## src/cba_pkg.sv

```systemverilog
// Shared types and codes of the contiguous block allocator.
// Used by the controller, the datapath and the top level.
`timescale 1ns / 1ps

package cba_pkg;

	localparam logic [1:0] ST_OK    = 2'd0;
	localparam logic [1:0] ST_NOFIT = 2'd1;
	localparam logic [1:0] ST_EMPTY = 2'd2;
	localparam logic [1:0] ST_BUSY  = 2'd3;

	localparam logic [1:0] POL_FIRST = 2'd0;
	localparam logic [1:0] POL_BEST  = 2'd1;
	localparam logic [1:0] POL_WORST = 2'd2;

	localparam logic MODE_ALLOC   = 1'b0;
	localparam logic MODE_RELEASE = 1'b1;

	typedef struct packed {
		logic capture;
		logic check;
		logic a_rd;
		logic a_eval;
		logic a_dec;
		logic a_split;
		logic r_rd;
		logic r_eval;
		logic r_got;
		logic n_got;
		logic r_wr;
		logic p_wr;
		logic out_load;
	} cba_cmd_t;

	typedef struct packed {
		logic is_release;
		logic slot_busy;
		logic slot_empty;
		logic addr_bad;
		logic h_end;
		logic hdr_zero;
		logic first_hit;
		logic found;
		logic exact;
		logic h_reach;
		logic n_in;
		logic merge_prev;
	} cba_stat_t;

endpackage

```

## src/cba_ctrl.sv

```systemverilog
// Controller state machine of the allocator: sequences walks and writes.
// Depends on cba_pkg; commands cba_datapath through cmd/stat structs.
`timescale 1ns / 1ps

module cba_ctrl (
	input  logic               clk,
	input  logic               arst_n,
	input  logic               s_tvalid,
	output logic               s_tready,
	output logic               m_tvalid,
	input  logic               m_tready,
	output cba_pkg::cba_cmd_t  cmd,
	input  cba_pkg::cba_stat_t stat
);
	import cba_pkg::*;

	localparam logic [3:0] S_IDLE   = 4'd0;
	localparam logic [3:0] S_CHECK  = 4'd1;
	localparam logic [3:0] S_ARD    = 4'd2;
	localparam logic [3:0] S_AEVAL  = 4'd3;
	localparam logic [3:0] S_ADEC   = 4'd4;
	localparam logic [3:0] S_ASPLIT = 4'd5;
	localparam logic [3:0] S_RRD    = 4'd6;
	localparam logic [3:0] S_REVAL  = 4'd7;
	localparam logic [3:0] S_RGOT   = 4'd8;
	localparam logic [3:0] S_NGOT   = 4'd9;
	localparam logic [3:0] S_RWR    = 4'd10;
	localparam logic [3:0] S_PWR    = 4'd11;
	localparam logic [3:0] S_FINISH = 4'd12;

	logic [3:0] state_q, state_d;
	logic       m_tvalid_q;

	assign s_tready = state_q == S_IDLE;
	assign m_tvalid = m_tvalid_q;

	always_comb begin
		state_d = state_q;
		cmd     = '0;
		unique case (state_q)
			S_IDLE: begin
				if (s_tvalid) begin
					cmd.capture = 1'b1;
					state_d     = S_CHECK;
				end
			end
			S_CHECK: begin
				cmd.check = 1'b1;
				if (!stat.is_release) begin
					state_d = stat.slot_busy ? S_FINISH : S_ARD;
				end else if (stat.slot_empty || stat.addr_bad) begin
					state_d = S_FINISH;
				end else begin
					state_d = S_RRD;
				end
			end
			S_ARD: begin
				cmd.a_rd = 1'b1;
				state_d  = stat.h_end ? S_ADEC : S_AEVAL;
			end
			S_AEVAL: begin
				if (stat.hdr_zero) begin
					state_d = S_ADEC;
				end else begin
					cmd.a_eval = 1'b1;
					state_d    = stat.first_hit ? S_ADEC : S_ARD;
				end
			end
			S_ADEC: begin
				cmd.a_dec = 1'b1;
				state_d   = (!stat.found || stat.exact) ? S_FINISH : S_ASPLIT;
			end
			S_ASPLIT: begin
				cmd.a_split = 1'b1;
				state_d     = S_FINISH;
			end
			S_RRD: begin
				cmd.r_rd = 1'b1;
				state_d  = stat.h_reach ? S_RGOT : S_REVAL;
			end
			S_REVAL: begin
				cmd.r_eval = 1'b1;
				state_d    = S_RRD;
			end
			S_RGOT: begin
				cmd.r_got = 1'b1;
				state_d   = stat.n_in ? S_NGOT : S_RWR;
			end
			S_NGOT: begin
				cmd.n_got = 1'b1;
				state_d   = S_RWR;
			end
			S_RWR: begin
				cmd.r_wr = 1'b1;
				state_d  = stat.merge_prev ? S_PWR : S_FINISH;
			end
			S_PWR: begin
				cmd.p_wr = 1'b1;
				state_d  = S_FINISH;
			end
			S_FINISH: begin
				// hold until the output register is free
				if (!m_tvalid_q || m_tready) begin
					cmd.out_load = 1'b1;
					state_d      = S_IDLE;
				end
			end
			default: begin
				state_d = S_IDLE;
			end
		endcase
	end

	always_ff @(posedge clk or negedge arst_n) begin
		if (!arst_n) begin
			state_q    <= S_IDLE;
			m_tvalid_q <= 1'b0;
		end else begin
			state_q <= state_d;
			if (cmd.out_load) begin
				m_tvalid_q <= 1'b1;
			end else if (m_tready) begin
				m_tvalid_q <= 1'b0;
			end
		end
	end

endmodule

```

## config.mk

```make
export PLATFORM = sky130hd
export DESIGN_NAME = cba_ctrl
export DESIGN_NICKNAME = d
export VERILOG_FILES = /design/src/cba_pkg.sv /design/src/cba_ctrl.sv
export SDC_FILE = /design/constraint.sdc
export NUM_CORES = 1
export LEC_CHECK = 0
export ABC_AREA = 1
export BUFFER_PORTS_ARGS = -buffer_cell sky130_fd_sc_hd__buf_2
export CAP_MARGIN = 20
export CORE_MARGIN = 2
export CORE_UTILIZATION = 41
export DETAILED_ROUTE_END_ITERATION = 12
export PLACE_DENSITY_LB_ADDON = 0.15
export SLEW_MARGIN = 15
export SYNTH_ARGS = -nofsm -noshare
export SYNTH_HDL_FRONTEND = slang
export SYNTH_SLANG_ARGS = --single-unit
```

## constraint.sdc

```tcl
create_clock -name clk -period 1.4 [get_ports clk]
set_input_delay 0.21 -clock clk [delete_from_list [all_inputs] [get_ports clk]]
set_output_delay 0.21 -clock clk [all_outputs]
set_load 0.02 [all_outputs]
```

* After elaboration in Yosys (flattened, before gate mapping)
Cells that the tools add are included.
** Word-level totals
- Output and inout port bits :: 15
- Register bits after elaboration :: 5
- Word-level logic and storage cells :: 56
** Cells by class
- Reductions and logical operators :: 9
- Mux-type cells :: 31
- Equal/unequal tests :: 14
** Operators by type and width (number)
- $pmux W4 S12 :: 1
- $mux W4 :: 7
- $eq A4 B4 Y1 const B :: 5
- $mux W1 :: 18
- $eq A4 B3 Y1 const B :: 4
- $mux W3 :: 4
- $eq A4 B2 Y1 const B :: 2
- $eq A4 B1 Y1 const B :: 1
- $logic_not A4 Y1 :: 1
- $ne A2 B2 Y1 const B :: 2
- $logic_or A1 B1 Y1 :: 3
- $logic_not A1 Y1 :: 2
- $mux W2 :: 1
- $reduce_and A2 Y1 :: 1
- $reduce_bool A2 Y1 :: 1
- $reduce_or A2 Y1 :: 1

* Depth between registers and ports, before layout
- Word-level depth :: 5
- Gate-level depth with buffers :: 7
- Depth with buffers taken out :: 7

* Worst setup path before layout
No wires, ideal clock.
- Path kind :: flip-flop to output port
- Start point :: register state_q[0]
- End point :: output port cmd[0] (netlist bit)
- Data required time :: 1.190 ns
- Arrival time :: 1.095 ns
- Path buffers :: 0
- Stages on the path, launching flop included :: 4
- Setup slack :: 0.095 ns
- Path through :: dfrtp_1 -> nor2_1 -> nand3_1 -> nor2_1
** RTL lines
- from (decl) :: RTL line cba_ctrl.sv:31 : logic [3:0] state_q, state_d;
- from (signal assigned) :: RTL line cba_ctrl.sv:119 : state_q <= state_d;
- to (decl) :: RTL line cba_ctrl.sv:12 : output cba_pkg::cba_cmd_t cmd,

==> results.tsv <==
metric	value	unit
grt total ovfl	0	
CTS clk-pin slew, worst paths	60	ps
Pre-Repair DR Iteration Count	4	
first-pass GRT wire length	2370	um
switching fraction of total power	54.6	%
Place WS	140	ps
diodes inserted	0	
WP data arrival	1310	ps
gpl congestion	0.925	
Worst VDD drop	1190	uV
part of the power in the clock network	8.6	%
worst-path fanout max	3	
CTS tree	built	
Via Count	836	
dominant cells by area after synthesis	dfrtp_1, nor2_1, nand2_1, inv_1, nand3_1	
Top delay family on crit path	flip-flops	
Iter 0 DRT Violations	62	
failing checks	setup timing	
Reg power frac	16.6	%
CTS Sinks	5	
Final setup viols	13	
vias in the first global route	620	
setup ws final	-119	ps
die span in x	40.0	um
most common cell after layout, fill and taps aside	buf_4	
CP bufs+invs	2	
Max Used Layer	met4	
Worst path max stage delay	400	ps
Tcrit/Tclk final	109	%
Hold Path Class	in -> reg	
Max Slew Vio Count	0	
Post-Syn Nets	109	
Post-synth EDFFs	0	
Logic pwr share	74.8	%
hold path cells	2	
Leak	0.565	nW
Vias/cell	5.36	
Async S/R FF share, synth	100	%
Startpoint Class	flip-flop	
Reg2Reg Setup Slack	30	ps
Final Routed Wirelength	2520	um
Placeable Area	1160	um^2
r2r startpoint	state_q[1]	
dominant cell type by area after synthesis	dfrtp_1	
synthesized area	532	um^2
Main synth FF type	dfrtp_1	
hold path endpoint	m_tvalid	
sequential fraction of the synthesis area	23.5	%
Sw Pwr	1.22	mW
share of cells above drive strength 1	55.6	%
GRT Util Overall	22.5	%
Layout Nets	159	
die extent in y	40.0	um
die area	1600	um^2
Worst Tran Pin Value	312	ps
hold path start	m_tready	
internal power	1.01	mW
Final min period	1520	ps
worst-case reg-to-reg path depth	8	
CP max-delay cell	dfrtp_1	
RSZ-0062 raised after global routing	yes	
Hold Fails Final Rpt	0	
warning count from the yosys run	0	
initial antenna violation count	0	
Yosys top cell area share	23.5	%
crit end category	output port	
Fmax	658	MHz
DP Wirelength	1180	um
Final Skew	2.82	ps
CP required	1190	ps
routed wl met3	184	um
Area Overhead vs Synth	91.1	%
dpl cells	139	
WL/cell	16.1	um
critical path, cell by cell	buf_4 -> nor2_4 -> nand3_2 -> nor2_1 -> buf_4	
Worst-Skew Late Latency	260	ps
CTS buffer count	3	
WS Path Type	reg -> out	
IO Pins	31	
status	finished with violations	
R2R Path End	state_q[1]	
floorplan row count	12	
Max Cap Violations	0	
most frequent cells in the layout	buf_4, nand2_1, nor2_1, buf_2, inv_1	
WL met2	1270	um
Rel. slew slack	79.0	%
syn_area_per_cell	5.72	um^2
Port Buf Inserts	30	
H-tree levels	1	
Yosys reg bits	5	
Post-Route M1 WL	980	um
largest net degree at the start of global routing	7	
Residual DRC	0	
CP most frequent cell	buf_4	
overall power	2.23	mW
clock tree buffer depth	2	
Post-Layout Cell Count	156	
Synth Instances	93	
distinct cell type count of the synthesized netlist	17	
Root Buffer	clkbuf_4	
Initial Util	46.0	%
Power Density	2190	nW/um^2
post-route ant nets	0	
[per-layer routing]
| metal | GRT usage [%] | vias to the layer above |
|---|---|---|
| li1 | - | 384 |
| met1 | 25.6 | 386 |
| met2 | 40.3 | 52 |
| met3 | 5.00 | 14 |
| met4 | 8.62 | 0 |
| met5 | 0 | - |
[registers in the layout (all words and copies together) (netlist names)]
signal / count
m_tvalid: 1
state_q: 4
[cell families (layout without fill, tap and decap cells)]
family          count (synthesis)  after routing  synth area share (%)
simple gates                   67             67                  59.1
flops                           5              5                  23.5
compound gates                  5              5                  6.12
buf+inv                        16             65                  11.3
[power by group through the flow]
stage | combinational [mW] | sequential, mW | clock (mW)
6_report | 1.67 | 0.370 | 0.192
5_1_grt | 1.75 | 0.371 | 0.199
4_1_cts | 1.17 | 0.319 | 0.171
3_5_place_dp | 0.979 | 0.291 | 0
3_3_place_gp | 0.974 | 0.288 | 0
2_1_floorplan | 0.668 | 0.311 | 0
[worst max-delay path by stage]
stage | endpoint | slack (ps) | start | depth (start not counted)
2_1_floorplan | cmd[0] | 100 | state_q[0] | 3
5_1_grt | cmd[0] | -150 | state_q[0] | 5
6_report | cmd[0] | -120 | state_q[0] | 5
3_3_place_gp | cmd[12] | 160 | state_q[2] | 4
4_1_cts | cmd[10] | -40 | state_q[0] | 5
3_5_place_dp | cmd[0] | 140 | state_q[1] | 4
[Yosys cell counts, types with 2 or more instances]
cell type  count
dfrtp_1        5
nor2_2         2
nor2_1        23
nand2_2        6
inv_2          3
nor2_4         2
nand2_1       19
inv_1         13
o21ai_0        2
nand3b_1       2
nand4_1        2
nand3_1        9
[per-stage QoR]
step | utilization (%) | hold WS (ps) | TNS [ps] | cell area, um^2
after global placement | 61.8 | 23.2 | 0 | 714
after global routing | 87.9 | 238 | -1260 | 1020
after CTS | 73.4 | 173 | -174 | 848
after floorplan | - | -85.6 | 0 | 532
after detailed placement | 61.8 | 24.7 | 0 | 714
final | 87.9 | 237 | -574 | 1020
[layout make-up]
cell class | count | area, um^2
multi-input combinational | 72 | 444
timing repair buffer | 45 | 327
fill | 56 | 140
sequential | 5 | 129
inverter | 16 | 72.6
clock buffer | 4 | 26.3
tap | 14 | 17.5
[repair_timing]
item / in CTS / in global routing
buffers inserted: 4 / 8
resized for setup: 25 / 29
pin swaps: 3 / 11
endpoints found under the setup margin: 11 / 14
hold buffers: 1 / 0
hold endpoints to repair: 5 / 0
(Power assumes the default switching activity.)
